**config.mk**
```make
export PLATFORM = sky130hd
export DESIGN_NAME = sit_queue
export DESIGN_NICKNAME = d
export VERILOG_FILES = /design/src/design/sit_pkg.sv /design/src/design/sit_queue.sv
export SDC_FILE = /design/constraint.sdc
export NUM_CORES = 1
export LEC_CHECK = 0
export ABC_AREA = 0
export BUFFER_PORTS_ARGS = -buffer_cell sky130_fd_sc_hd__buf_2
export CAP_MARGIN = 30
export CORE_MARGIN = 2
export CORE_UTILIZATION = 56
export DETAILED_ROUTE_END_ITERATION = 16
export PLACE_DENSITY = 0.78
export SYNTH_ARGS = -nofsm -noshare
export SYNTH_HDL_FRONTEND = slang
export SYNTH_SLANG_ARGS = --single-unit
```
**constraint.sdc**
```tcl
create_clock -name i_clk -period 19.2 [get_ports i_clk]
set_clock_uncertainty 0.1 [all_clocks]
set_input_delay 0.96 -clock i_clk [delete_from_list [all_inputs] [get_ports i_clk]]
set_output_delay 0.96 -clock i_clk [all_outputs]
set_load 0.05 [all_outputs]
```
**src/design/sit_pkg.sv**
```systemverilog
// shell inertia tensor package: widths, payload types, register indexes
// and the coordinate sign-extension helper; no dependencies
`timescale 1ns / 1ps

package sit_pkg;

    // significant bits of the coordinate and mass fields
    localparam int COORD_WIDTH = 24;
    localparam int MASS_WIDTH  = 16;

    // fixed field widths
    localparam int POS_W    = 24;
    localparam int MASS_W   = 16;
    localparam int RADIUS_W = 23;
    localparam int ACC_W    = 64;
    localparam int COUNT_W  = 32;

    // derived arithmetic widths
    localparam int COORD_SHIFT = POS_W - COORD_WIDTH;
    localparam int SQ_W        = 2 * POS_W - 1;
    localparam int R2_W        = SQ_W + 1;
    localparam int PROD_W      = 2 * POS_W;
    localparam int RSQ_W       = 2 * RADIUS_W;
    localparam int TERM_SHIFT  = 16;
    localparam int TERM_W      = MASS_W + PROD_W + 1 - TERM_SHIFT;

    localparam logic [MASS_W-1:0] MASS_MASK = MASS_W'((1 << MASS_WIDTH) - 1);

    // configuration port
    localparam int ADDR_W = 3;
    localparam int DATA_W = 32;
    localparam logic REG_INNER = 1'b0;
    localparam logic REG_OUTER = 1'b1;
    localparam logic [RADIUS_W-1:0] INNER_RESET = '0;
    localparam logic [RADIUS_W-1:0] OUTER_RESET = '1;

    // work queue between front and back
    localparam int QUEUE_DEPTH = 4;
    localparam int QPTR_W      = $clog2(QUEUE_DEPTH);
    localparam int QCNT_W      = $clog2(QUEUE_DEPTH + 1);

    typedef logic signed [POS_W-1:0]  t_pos;
    typedef logic        [MASS_W-1:0] t_mass;
    typedef logic        [SQ_W-1:0]   t_sq;
    typedef logic        [R2_W-1:0]   t_r2;
    typedef logic signed [PROD_W-1:0] t_prod;
    typedef logic        [RSQ_W-1:0]  t_rsq;
    typedef logic signed [ACC_W-1:0]  t_acc;
    typedef logic signed [TERM_W-1:0] t_term;
    typedef logic        [COUNT_W-1:0] t_count;

    localparam t_acc   ACC_MAX   = {1'b0, {(ACC_W-1){1'b1}}};
    localparam t_acc   ACC_MIN   = {1'b1, {(ACC_W-1){1'b0}}};
    localparam t_count COUNT_MAX = '1;

    // squared shell radii
    typedef struct packed {
        t_rsq inner_sq;
        t_rsq outer_sq;
    } t_shell;

    // one classified particle handed from front to back
    typedef struct packed {
        t_mass mass;
        t_r2   sum_yz;
        t_r2   sum_xz;
        t_r2   sum_xy;
        t_prod prod_xy;
        t_prod prod_xz;
        t_prod prod_yz;
        logic  hit;
        logic  last;
    } t_work;

    // keep the low COORD_WIDTH bits, sign extended
    function automatic t_pos sext_coord(t_pos raw);
        t_pos v;
        v = raw <<< COORD_SHIFT;
        return v >>> COORD_SHIFT;
    endfunction

endpackage

```
**src/design/sit_queue.sv**
```systemverilog
// small work queue between the front and back ends
// depends on sit_pkg
`timescale 1ns / 1ps

module sit_queue (
    input  logic           i_clk,
    input  logic           i_rst_n,
    input  logic           i_push,
    input  sit_pkg::t_work i_work,
    input  logic           i_pop,
    output logic           o_full,
    output logic           o_empty,
    output sit_pkg::t_work o_work
);
    import sit_pkg::*;

    t_work             r_mem [QUEUE_DEPTH];
    logic [QPTR_W-1:0] r_wr_ptr;
    logic [QPTR_W-1:0] r_rd_ptr;
    logic [QCNT_W-1:0] r_count;

    assign o_full  = (r_count == QCNT_W'(QUEUE_DEPTH));
    assign o_empty = (r_count == '0);
    assign o_work  = r_mem[r_rd_ptr];

    // pointers and fill level
    always_ff @(posedge i_clk) begin
        if (!i_rst_n) begin
            r_wr_ptr <= '0;
            r_rd_ptr <= '0;
            r_count  <= '0;
        end else begin
            if (i_push) begin
                r_wr_ptr <= r_wr_ptr + 1'b1;
            end
            if (i_pop) begin
                r_rd_ptr <= r_rd_ptr + 1'b1;
            end
            if (i_push && !i_pop) begin
                r_count <= r_count + 1'b1;
            end else if (i_pop && !i_push) begin
                r_count <= r_count - 1'b1;
            end
        end
    end

    // entry storage
    always_ff @(posedge i_clk) begin
        if (i_push) begin
            r_mem[r_wr_ptr] <= i_work;
        end
    end

endmodule

```
### After elaboration in Yosys (flattened, before gate mapping)

Memory sizes are Yosys's and may differ from the RTL's. A register that Yosys moved wholly into a read port is not among the register bits.
Cells that the tools add are included.

* reduce and logical (&&, ||, !) cells: 6
* divide/modulo/power cells: 0
* multiplexer cells: 6
* bitwise gates (word level): 0
* equality and inequality tests: 1
* magnitude comparators: 0
* shifts and indexed selects: 0
* $mul: 0
* add/sub/neg operators: 4

Operator list (number)
* 3-bit two-way mux: 2
* 2-bit by 1-bit adder with 2-bit output (second input constant): 2
* 2-bit two-way mux: 2
* 3-bit by 1-bit adder with 3-bit output (second input constant): 1
* 3-bit == test (second input constant): 1
* 3-bit logical NOT: 1
* 3-bit by 1-bit subtractor with 3-bit output (second input constant): 1
* 1-bit logical AND: 2
* 1-bit logical NOT: 2
* 1-bit two-way mux: 2
* 2-bit nonzero test: 1

* latch bits: 0
* bits in read-only memories: 0
* output and inout port bits: 308
* input port bits: 310
* logic and storage cells: 21
* register bits after elaboration: 7
* memories kept: 1
* bits in writable memories: 1224

Memory list
* r_mem: words 4, width 306, rd ports 1, clocked after memory_dff 1, wr ports 1, line sit_queue.sv:17 `t_work r_mem [QUEUE_DEPTH];`

### Logic depth before layout (Yosys ltp)

* depth in word-level cells: 4
* mapped depth: 7
* gate-level depth less buffers: 7

### Worst setup path before layout

OpenSTA, ideal clock, no wires.

* kind: input port to flip-flop
* start: input port i_push
* end: memory r_mem[0][0] (netlist bit) (enable)
* data required time: 18.395 ns
* setup slack: 10.534 ns
* arrival: 7.860 ns
* setup time: 0.705 ns
* stages: 1
* buffers on the path: 0
* path through: and2_1

* cells in the longest elaborated chain, start to end: 2

RTL lines
* from (decl): line sit_queue.sv:8 `input logic i_push,`
* 1-bit two-way mux: line sit_queue.sv:49 `if (i_push) begin`
* 1-bit two-way mux (implied by the code): line sit_queue.sv:50 `r_mem[r_wr_ptr] <= i_work;`
* to (decl): line sit_queue.sv:17

Every way passes these cells.

==> metrics.log <==
[metrics] Hold Vio Cnt, Final: 0
[metrics] via count of the first global-routing pass: 21,497
[metrics] wirelength, routed: 96.9 mm
[metrics] highest clock frequency the design can meet: 0.171 GHz
[metrics] number of distinct library cells after synthesis: 20
[metrics] standard-cell row count: 103
[metrics] unrepaired setup endpoints after global routing: no
[metrics] crit path cell chain: buf_4 -> buf_4 -> buf_4 -> buf_16 -> mux4_2 -> buf_2
[metrics] dpl hpwl: 58.2 mm
[metrics] critical path's most frequent cell: buf_4
[metrics] required time of the critical path: 18,140 ps
[metrics] count of TritonRoute iterations in the first routing pass: 5
[metrics] number of nets produced by synthesis: 1,957
[metrics] CTS tree: built
[metrics] final standard cell utilization of the core: 0.667
[metrics] number of resized instances in the post-cts repair step: 0
[metrics] cell count after placement: 3,266
[metrics] synth warn: 0
[metrics] core area: 78,900 sq um
[metrics] nature of the critical path startpoint: flip-flop
[metrics] summed area of non-filler cells in the final layout: 52,600 sq um
[metrics] post-route clock period utilization: 0.305
[metrics] Vert. Die Dim: 286 um
[metrics] most common cell after layout, fill and taps aside: edfxtp_1
[metrics] area of the die: 81,900 sq um
[metrics] CP Data Arrival Time: 4790 ps
[metrics] ratio of total power to cell area: 117 nW/um^2
[metrics] ANT nets after route: 0
[metrics] highest-count cells in the layout ignoring fill and taps: edfxtp_1 (1,224), buf_2 (617), mux4_2 (306), clkbuf_16 (115), clkinv_2 (30)
[metrics] post-detailed-route DRC marker count: 0
[metrics] Clock Root Buffer: clkbuf_16
[metrics] Sink Count: 1,233
[metrics] largest net degree at the start of global routing: 151
[metrics] first-pass GRT wire length: 140 mm
[metrics] total count of max-transition violations in the final report: 0
[metrics] highest net fanout along the worst path: 45
[metrics] count of max-cap constraint violations: 0
[metrics] buffers inserted by post-CTS timing repair: 0
[metrics] antenna violations before repair: 48
[metrics] global-route congestion overflow total: 0
[metrics] I/O pins: 618
[metrics] Avg WL per Cell: 27.6 um
[metrics] PortBufs: 617
[metrics] ratio of cells with drive above 1 in the final layout: 0.465
[metrics] smallest hold slack: 399 ps
[metrics] Area Overhead vs Synth: 18.0%
[metrics] GRT Resource Usage Total: 0.232
[metrics] number of CTS-inserted buffers: 114
[metrics] highest ir drop seen on vdd: 0.0927 mV
[metrics] post-detailed-route via-to-cell ratio: 5.86
[metrics] final worst path period need: 5850 ps
[metrics] post-synthesis cell area: 44,600 sq um
[metrics] Setup Slack @ Placement: 13,600 ps
[metrics] synthesized area divided by synthesized cell count: 27.2 sq um
[metrics] Final Power: 6.16 mW
[metrics] measured slew at the worst slew-check pin: 1280 ps
[metrics] cell with the largest stage delay on the worst path: dfxtp_4
[metrics] total via count in the routed design: 20,590
[metrics] placed cell areas: 48,800 sq um
[metrics] starting density of the core: 0.565
[metrics] number of instances in the synthesized netlist: 1,641
[metrics] Fill cells: 4,765
[metrics] P_leak: 17.6 nW
[metrics] final sum of negative setup slack: 0 ps
[metrics] horizontal extent of the die: 286 um
[metrics] result of the run: finished, final reports clean
[metrics] number of nets in the layout: 2,654
[metrics] fin cells: 3,511
[metrics] category of the critical setup timing path: reg -> out
[metrics] register bit count reported by yosys: 1,233
[metrics] clock-pin slew on the worst setup and hold paths: 60 ps
[metrics] CTS max path bufs: 3
[metrics] largest incremental delay on the critical path: 850 ps
[metrics] count of hold buffers inserted by post-cts repair: 0
[metrics] kind of path behind the tightest hold check: in -> reg
[metrics] clock latency on the worst-skew pair: 670 ps
[metrics] number of endpoints failing setup at the final stage: 0
[metrics] Final Worst Setup Slack: 13,350 ps
[metrics] htree depth: 3
[metrics] slew margin rel.: 0.145
[metrics] Seq/Total Area, Yosys: 0.828
[metrics] Placer Congestion: 0.802
[metrics] endpoint type of the worst setup path: output pin
[metrics] drt first-iter violations: 1,819
## logic make-up after synthesis
kind of cell / count (synthesis) / share of synthesized area
flops: 1233 / 0.828
buf+inv: 72 / 0.0117
xor+xnor: 5 / 0.000982
fa+ha+maj: 6 / 0.00185
simple gates: 15 / 0.00205
mux: 308 / 0.155
compound gates: 2 / 0.000280
## Yosys cell counts
| library cell | instances | area [sq um] |
|---|---|---|
| fa_1 | 1 | 20.0 |
| dfxtp_1 | 9 | 180 |
| ha_1 | 5 | 62.6 |
| xor2_1 | 3 | 26.3 |
| buf_2 | 33 | 165 |
| nor3b_1 | 1 | 7.51 |
| clkbuf_1 | 7 | 26.3 |
| nor3_1 | 1 | 5.00 |
| and2_1 | 9 | 56.3 |
| o21ai_0 | 1 | 5.00 |
| mux2i_1 | 2 | 20.0 |
| nor2b_1 | 2 | 12.5 |
| buf_6 | 28 | 315 |
| inv_1 | 4 | 15.0 |
| or3_1 | 1 | 6.26 |
| edfxtp_1 | 1224 | 36800 |
| a21boi_0 | 1 | 7.51 |
| xnor2_1 | 2 | 17.5 |
| nand2_1 | 1 | 3.75 |
| mux4_2 | 306 | 6890 |
## worst max-delay path: cells and delay by family, from the launching register on
family / cells / cell delay (ps)
buffers and inverters: 5 / 2540
flip-flops: 1 / 850
multiplexers: 1 / 580
## worst paths after layout
kind               startpoint       endpoint  slack (ps)  cells past startpoint
setup / recovery    flip-flop    o_work[140]       13350                      6
hold / removal    i_work[175]  r_mem[2][175]         400                      1
hold reg to reg    r_count[2]     r_count[2]         450                      2
setup reg to reg  r_wr_ptr[0]   r_mem[0][62]       15550                      6
## final cells by class
cell class	count	area, sq um	share of cell area
flip-flops and latches	1233	36900	0.702
inverters	4	15.0	0.000285
multi-input cells	336	7150	0.136
diodes	28	70.1	0.00133
repair buffers	649	3540	0.0672
well taps	1050	1310	0.0250
clock buffers	136	2990	0.0567
clock inverters	75	626	0.0119
## sequential cells by signal, summed over array words and instances, names as in the netlist, named ones only
| signal | cells |
|---|---|
| r_count | 3 |
| r_mem | 1224 |
| r_rd_ptr | 2 |
| r_wr_ptr | 2 |
## where the power goes
group / leakage, nW / switching [mW] / total (mW) / internal, mW
combinational: 4.47 / 0.623 / 0.874 / 0.251
clock: 1.77 / 0.955 / 2.15 / 1.20
sequential: 11.3 / 0.0432 / 3.14 / 3.10
total: 17.6 / 1.62 / 6.16 / 4.54
## layer usage
layer | global-route usage | part of all wire | wire, um
met5 | 0 | 0.0030 | 289
met1 | 0.283 | 0.35 | 33900
met4 | 0.0736 | 0.028 | 2680
met2 | 0.390 | 0.52 | 50300
met3 | 0.0857 | 0.10 | 9800
(Power assumes the default switching activity.)
