<file path="config.mk">
export PLATFORM = sky130hd
export DESIGN_NAME = sit_cfg
export DESIGN_NICKNAME = d
export VERILOG_FILES = /design/src/design/sit_pkg.sv /design/src/design/sit_cfg.sv
export SDC_FILE = /design/constraint.sdc
export NUM_CORES = 2
export LEC_CHECK = 0
export BUFFER_PORTS_ARGS = -buffer_cell sky130_fd_sc_hd__buf_4
export CORE_MARGIN = 10
export CORE_UTILIZATION = 55
export CTS_BUF_LIST = sky130_fd_sc_hd__clkbuf_2
export DETAILED_ROUTE_END_ITERATION = 7
export PLACE_DENSITY = 0.7
export SYNTH_ARGS = -nofsm -noshare
export SYNTH_HDL_FRONTEND = slang
export SYNTH_SLANG_ARGS = --single-unit
export TNS_END_PERCENT = 50
</file>
<file path="constraint.sdc">
create_clock -name i_clk -period 10.2 [get_ports i_clk]
set_input_delay 2.04 -clock i_clk [delete_from_list [all_inputs] [get_ports i_clk]]
set_output_delay 2.04 -clock i_clk [all_outputs]
set_load 0.03 [all_outputs]
</file>
<file path="src/design/sit_pkg.sv">
// shell inertia tensor package: widths, payload types, register indexes
// and the coordinate sign-extension helper; no dependencies
`timescale 1ns / 1ps

package sit_pkg;

    // significant bits of the coordinate and mass fields
    localparam int COORD_WIDTH = 24;
    localparam int MASS_WIDTH  = 16;

    // fixed field widths
    localparam int POS_W    = 24;
    localparam int MASS_W   = 16;
    localparam int RADIUS_W = 23;
    localparam int ACC_W    = 64;
    localparam int COUNT_W  = 32;

    // derived arithmetic widths
    localparam int COORD_SHIFT = POS_W - COORD_WIDTH;
    localparam int SQ_W        = 2 * POS_W - 1;
    localparam int R2_W        = SQ_W + 1;
    localparam int PROD_W      = 2 * POS_W;
    localparam int RSQ_W       = 2 * RADIUS_W;
    localparam int TERM_SHIFT  = 16;
    localparam int TERM_W      = MASS_W + PROD_W + 1 - TERM_SHIFT;

    localparam logic [MASS_W-1:0] MASS_MASK = MASS_W'((1 << MASS_WIDTH) - 1);

    // configuration port
    localparam int ADDR_W = 3;
    localparam int DATA_W = 32;
    localparam logic REG_INNER = 1'b0;
    localparam logic REG_OUTER = 1'b1;
    localparam logic [RADIUS_W-1:0] INNER_RESET = '0;
    localparam logic [RADIUS_W-1:0] OUTER_RESET = '1;

    // work queue between front and back
    localparam int QUEUE_DEPTH = 4;
    localparam int QPTR_W      = $clog2(QUEUE_DEPTH);
    localparam int QCNT_W      = $clog2(QUEUE_DEPTH + 1);

    typedef logic signed [POS_W-1:0]  t_pos;
    typedef logic        [MASS_W-1:0] t_mass;
    typedef logic        [SQ_W-1:0]   t_sq;
    typedef logic        [R2_W-1:0]   t_r2;
    typedef logic signed [PROD_W-1:0] t_prod;
    typedef logic        [RSQ_W-1:0]  t_rsq;
    typedef logic signed [ACC_W-1:0]  t_acc;
    typedef logic signed [TERM_W-1:0] t_term;
    typedef logic        [COUNT_W-1:0] t_count;

    localparam t_acc   ACC_MAX   = {1'b0, {(ACC_W-1){1'b1}}};
    localparam t_acc   ACC_MIN   = {1'b1, {(ACC_W-1){1'b0}}};
    localparam t_count COUNT_MAX = '1;

    // squared shell radii
    typedef struct packed {
        t_rsq inner_sq;
        t_rsq outer_sq;
    } t_shell;

    // one classified particle handed from front to back
    typedef struct packed {
        t_mass mass;
        t_r2   sum_yz;
        t_r2   sum_xz;
        t_r2   sum_xy;
        t_prod prod_xy;
        t_prod prod_xz;
        t_prod prod_yz;
        logic  hit;
        logic  last;
    } t_work;

    // keep the low COORD_WIDTH bits, sign extended
    function automatic t_pos sext_coord(t_pos raw);
        t_pos v;
        v = raw <<< COORD_SHIFT;
        return v >>> COORD_SHIFT;
    endfunction

endpackage

</file>
<file path="src/design/sit_cfg.sv">
// APB register file for the shell radii, plus registered squared radii
// depends on sit_pkg
`timescale 1ns / 1ps

module sit_cfg (
    input  logic                       i_clk,
    input  logic                       i_rst_n,
    input  logic                       psel,
    input  logic                       penable,
    input  logic                       pwrite,
    input  logic [sit_pkg::ADDR_W-1:0] paddr,
    input  logic [sit_pkg::DATA_W-1:0] pwdata,
    output logic [sit_pkg::DATA_W-1:0] prdata,
    output logic                       pready,
    output sit_pkg::t_shell            o_shell
);
    import sit_pkg::*;

    logic [RADIUS_W-1:0] r_inner;
    logic [RADIUS_W-1:0] r_outer;
    t_rsq                r_inner_sq;
    t_rsq                r_outer_sq;
    logic                reg_idx;
    logic                wr_en;

    assign pready  = 1'b1;
    assign reg_idx = paddr[2];
    assign wr_en   = psel && penable && pwrite;

    // register writes
    always_ff @(posedge i_clk) begin
        if (!i_rst_n) begin
            r_inner <= INNER_RESET;
            r_outer <= OUTER_RESET;
        end else if (wr_en) begin
            unique case (reg_idx)
                REG_INNER: r_inner <= pwdata[RADIUS_W-1:0];
                REG_OUTER: r_outer <= pwdata[RADIUS_W-1:0];
                default:   ;
            endcase
        end
    end

    // read mux
    always_comb begin
        unique case (reg_idx)
            REG_INNER: prdata = DATA_W'(r_inner);
            REG_OUTER: prdata = DATA_W'(r_outer);
            default:   prdata = '0;
        endcase
    end

    // squared radii, registered in the cycle after the radius registers
    always_ff @(posedge i_clk) begin
        r_inner_sq <= r_inner * r_inner;
        r_outer_sq <= r_outer * r_outer;
    end

    assign o_shell.inner_sq = r_inner_sq;
    assign o_shell.outer_sq = r_outer_sq;

endmodule

</file>
=== Word level (Yosys, flattened, before mapping) ===
Index checks and enable logic that the tools add are counted.

* Memories: 0
* Memory bits (read-only): 0
* RAM bits: 0
* Bits in registers: 138
* Bits in latches: 0
* Logic and storage cells: 12
* Bits of input ports: 40
* Output and inout port bits: 125

* $mul: 2
* Reduce and logical (&&, ||, !) cells: 4
* Equality and inequality tests: 0
* Bitwise operators: 1
* Magnitude comparators: 0
* Shifts and indexed selects: 0
* Mux-type cells: 1
* Div/mod/pow operators: 0
* Add/sub/neg operators: 0

{| class="wikitable"
|+ Operator list
! cell !! count
|-
| 23-bit by 23-bit multiplier with 46-bit output || 2
|-
| 32-bit one-hot mux with 2 select lines || 1
|-
| 2-bit AND reduction || 2
|-
| 1-bit logical AND || 2
|-
| 1-bit inverter || 1
|}

=== Longest topological paths before layout ===
* Depth after elaboration: 3
* Mapped depth: 28
* Gate-level depth less buffers: 26

=== Least setup slack after synthesis ===
No wires, ideal clock.

* Path kind: reg2reg
* From: register r_inner[6]
* To: register r_inner_sq[44]
* Data required time: 10.073 ns
* Cell stages (with the launch flop): 26
* Slack: 3.283 ns
* Buffers on the path: 2
* Period minus slack after synthesis: 6.917 ns
* Arrival: 6.789 ns
* Setup time: 0.127 ns
* Cells stage by stage: dfxtp_1 clkbuf_1 clkbuf_1 nand2_1 fa_1 inv_1 fa_1 inv_1 fa_1 inv_1 fa_1 inv_1 fa_1 inv_1 fa_1 fa_1 ha_1 and3_1 nand2_1 o31ai_4 a21oi_1 o31a_1 or3b_1 nor2_1 o41ai_1 xnor2_1

* Word-level cells in the longest chain between the ends: 1

{| class="wikitable"
|+ Ends and longest elaborated chain
! what !! line !! text
|-
| start: declaration || sit_cfg.sv:19 || <nowiki>logic [RADIUS_W-1:0] r_inner;</nowiki>
|-
| start signal: assignment || sit_cfg.sv:37 || <nowiki>REG_INNER: r_inner <= pwdata[RADIUS_W-1:0];</nowiki>
|-
| 23-bit by 23-bit multiplier with 46-bit output || sit_cfg.sv:55 || <nowiki>r_inner_sq <= r_inner * r_inner;</nowiki>
|-
| end signal: assignment || sit_cfg.sv:55 ||
|-
| end: declaration || sit_cfg.sv:21 || <nowiki>t_rsq r_inner_sq;</nowiki>
|}

No other way between the ends.
A chain may end at the register's enable or synchronous reset.

=== Worst setup path in the final report ===
* From: register r_outer[6]
* To: register r_outer_sq[43]

* Word-level cells in the longest chain between the ends: 1

{| class="wikitable"
|+ Ends and longest elaborated chain
! what !! line !! text
|-
| start: declaration || sit_cfg.sv:20 || <nowiki>logic [RADIUS_W-1:0] r_outer;</nowiki>
|-
| start signal: assignment || sit_cfg.sv:38 || <nowiki>REG_OUTER: r_outer <= pwdata[RADIUS_W-1:0];</nowiki>
|-
| 23-bit by 23-bit multiplier with 46-bit output || sit_cfg.sv:56 || <nowiki>r_outer_sq <= r_outer * r_outer;</nowiki>
|-
| end signal: assignment || sit_cfg.sv:56 ||
|-
| end: declaration || sit_cfg.sv:22 || <nowiki>t_rsq r_outer_sq;</nowiki>
|}

No other way between the ends.

==> flow_summary.ini <==
[status]
run_status = completed

[clocking]
ctsHtreeMaxLevel = 4
post-cts-setup-buffers = 0
postCtsHoldBufs = 0
postCtsResizedCells = 0
worstSkewPairLatency_ns = 1.07
clk_pin_slew_ns = 0.24
clockBufferDepth = 2
clock-sinks = 136
root_buffer = clkbuf_2
cts_buffers = 17
cts_tree = built

[synth]
yosys.area_share.xor_xnor_pct = 2.815
muxShareOfSynthArea_pct = 0.6293
yosysSeqAreaShare_pct = 8.103
synth_compound_area_share_pct = 5.735
yosys.cell_count.top_type = inv_1
yosys.area_share.simple_pct = 11.05
synthesis.area_mm2 = 0.03360
synthArstFlopShare_pct = 0
synth_edf_count = 0
yosys.area_share.adder_pct = 58.87
yosysTopAreaCell = fa_1
synth_top_family_by_area = adder cells
synth_common_cells = inv_1 (991), fa_1 (770), nand2_1 (405)
synth_cells = 3598
synthTopCellsByArea = fa_1 (46%), ha_1 (13%), inv_1 (11%), dfxtp_1 (8.1%), nand2_1 (4.5%)
ys_seq_elements = 136
yosys_warnings = 0
yosys.area.top_type_share_pct = 45.88
yosys_most_used_dff = dfxtp_1
synth_cell_types = 59
synth.avg_cell_area_um2 = 9.338

[grt]
global_route.usage.total_pct = 23.63
grt_first_pass_wirelength_mm = 132.0
grt_pass1_vias = 25520
antenna_found_initial = 5
grt-ovfl-total = 0
grt_max_degree = 47

[timing]
setup_viol_count_final = 0
worst_slew_pin_slew_ns = 1.154
drv_slew = 0
fin_crit_ns = 8.176
tns_ns = 0
skew_ns = 0.08876
hold_viol = 0
rsz0062_at_grt = no
fmax_ghz = 0.1223
relSlewSlack_pct = 23.05
fin_crit_sh_pct = 80.15

[worst_setup_path]
r2r_cells = 24
cp.required_ns = 11.14
worst_setup_path_start_kind = flip-flop
reg2reg_slack_ns = 2.02
reg2reg_from = r_outer[6]
end_kind = flip-flop
cp_max_fo = 23
arrival_ns = 9.11
worstSetupStartpoint = r_outer[6]
crit_type = reg -> reg
cp-endpoint = r_outer_sq[43]
rr_endpoint = r_outer_sq[43]

[cells_and_area]
finalNonFillerCells = 4469
drive_above_1_share_pct = 6.891
final_cell_area_mm2 = 0.03565
fin_nets = 4832
area_growth_pct = 6.115

[job]
drv_cap = 0

[placed_design]
placedCellCount = 4436
placement.cell_area_mm2 = 0.03544
portBuffers = 141
gp_congestion = 0.8893
post-dp-hpwl_mm = 65.46

[floorplan]
rows = 90
ios = 165
dieArea_mm2 = 0.07138
die_h_um = 267.2
start_util_pct = 55.56
core_area_mm2 = 0.06047
fp.dieW_um = 267.2

[drt]
drc = 0
routedWlPerCell_um = 17.54
via_per_inst = 5.190
vias = 23190
drtIter0Drc = 1358
finalWirelength_mm = 78.38
drt-pass1-iter-count = 5
final_antenna_net_count = 0

[worst_hold_path]
min_path_type = reg -> reg
-- metrics by stage --
stage	hold slack, ns	utilization (%)	setup slack (ns)
finish	0.4837	58.96	2.024
global route	0.5230	58.96	1.603
CTS	0.4875	58.96	1.983
detailed placement	0.4626	58.60	2.010
global placement	0.4522	58.60	2.101
floorplan	0.3290	-	3.283
-- per-layer routing --
layer / up-vias / track usage [%] / routed length, um
li1: 10690 / - / -
met1: 11710 / 30.81 / 33010
met2: 664 / 39.47 / 37800
met3: 120 / 4.870 / 5840
met4: 8 / 6.464 / 1668
met5: - / 0 / 55
-- critical path, cell delays in order (launching register included) --
cell	delay (ns)
dfxtp_1	1.02
nand2_1	0.17
fa_1	0.53
inv_1	0.07
fa_1	0.49
fa_1	0.56
ha_1	0.13
inv_1	0.05
fa_1	0.49
inv_1	0.05
fa_1	0.53
inv_1	0.05
fa_1	0.47
inv_1	0.04
ha_1	0.34
a21oi_1	0.24
nand2_1	0.11
o311ai_1	0.82
o211ai_1	0.26
a31oi_1	0.48
o21ai_0	0.31
and3_1	0.31
o21ai_0	0.25
nand3_1	0.14
xnor2_1	0.15
-- worst min-delay path by stage --
stage	startpoint	endpoint	slack, ns	depth (start not counted)
floorplan	r_inner[0]	r_inner_sq[0]	0.33	0
finish	r_inner[19]	r_inner[19]	0.48	2
CTS	r_inner[19]	r_inner[19]	0.49	2
detailed placement	r_inner[19]	r_inner[19]	0.46	2
global route	r_inner[19]	r_inner[19]	0.52	2
global placement	r_inner[19]	r_inner[19]	0.45	2
-- cell type report --
class,instances,area (um2)
diodes,1,2.502
clock buffers,19,95.09
clock inverters,13,120.1
fillers,5373,24820
inverters,993,3727
multi-input cells,2341,26630
flip-flops and latches,136,2723
well taps,782,978.4
repair buffers,184,1381
-- flip-flops by register name, summed over array words and instances, names as in the netlist --
register and flops:
r_inner_sq 45, r_outer_sq 45, r_inner 23, r_outer 23
-- kinds of logic after synthesis --
kind of cell | after synthesis
AOI/OAI and AO/OA | 289
DFF | 136
buffers and inverters | 1131
xor gates and xnor gates | 108
other | 2
adders and majority gates | 1119
muxes | 19
and+or+nand+nor | 794
-- cells in the final DEF (no fill, tap or decap), types with 4 or more instances in the layout --
master | Yosys | routed
nand4_1 | 13 | 13
mux2_2 | 17 | 17
a211oi_1 | 4 | 4
o21ai_0 | 44 | 44
a21oi_1 | 90 | 90
o211ai_1 | 15 | 15
a31oi_1 | 6 | 6
or2_2 | 4 | 4
ha_1 | 349 | 349
o21a_1 | 9 | 9
a21o_1 | 45 | 45
xor2_1 | 36 | 36
o21bai_1 | 15 | 15
nor3_1 | 6 | 6
and2_1 | 202 | 202
inv_6 | 0 | 4
clkbuf_2 | 0 | 19
buf_4 | 12 | 184
o31ai_1 | 5 | 5
nand2b_1 | 13 | 13
nand2_1 | 405 | 405
conb_1 | 2 | 12
inv_1 | 991 | 991
nor2b_1 | 17 | 17
fa_1 | 770 | 770
nor2_1 | 89 | 88
dfxtp_1 | 136 | 136
and3_1 | 7 | 7
a31o_2 | 4 | 4
a21boi_0 | 25 | 25
xnor2_1 | 72 | 72
nand3_1 | 27 | 27
Power is not shown: default switching activity piles up to over one toggle a cycle in this logic, so the estimate is an artifact.
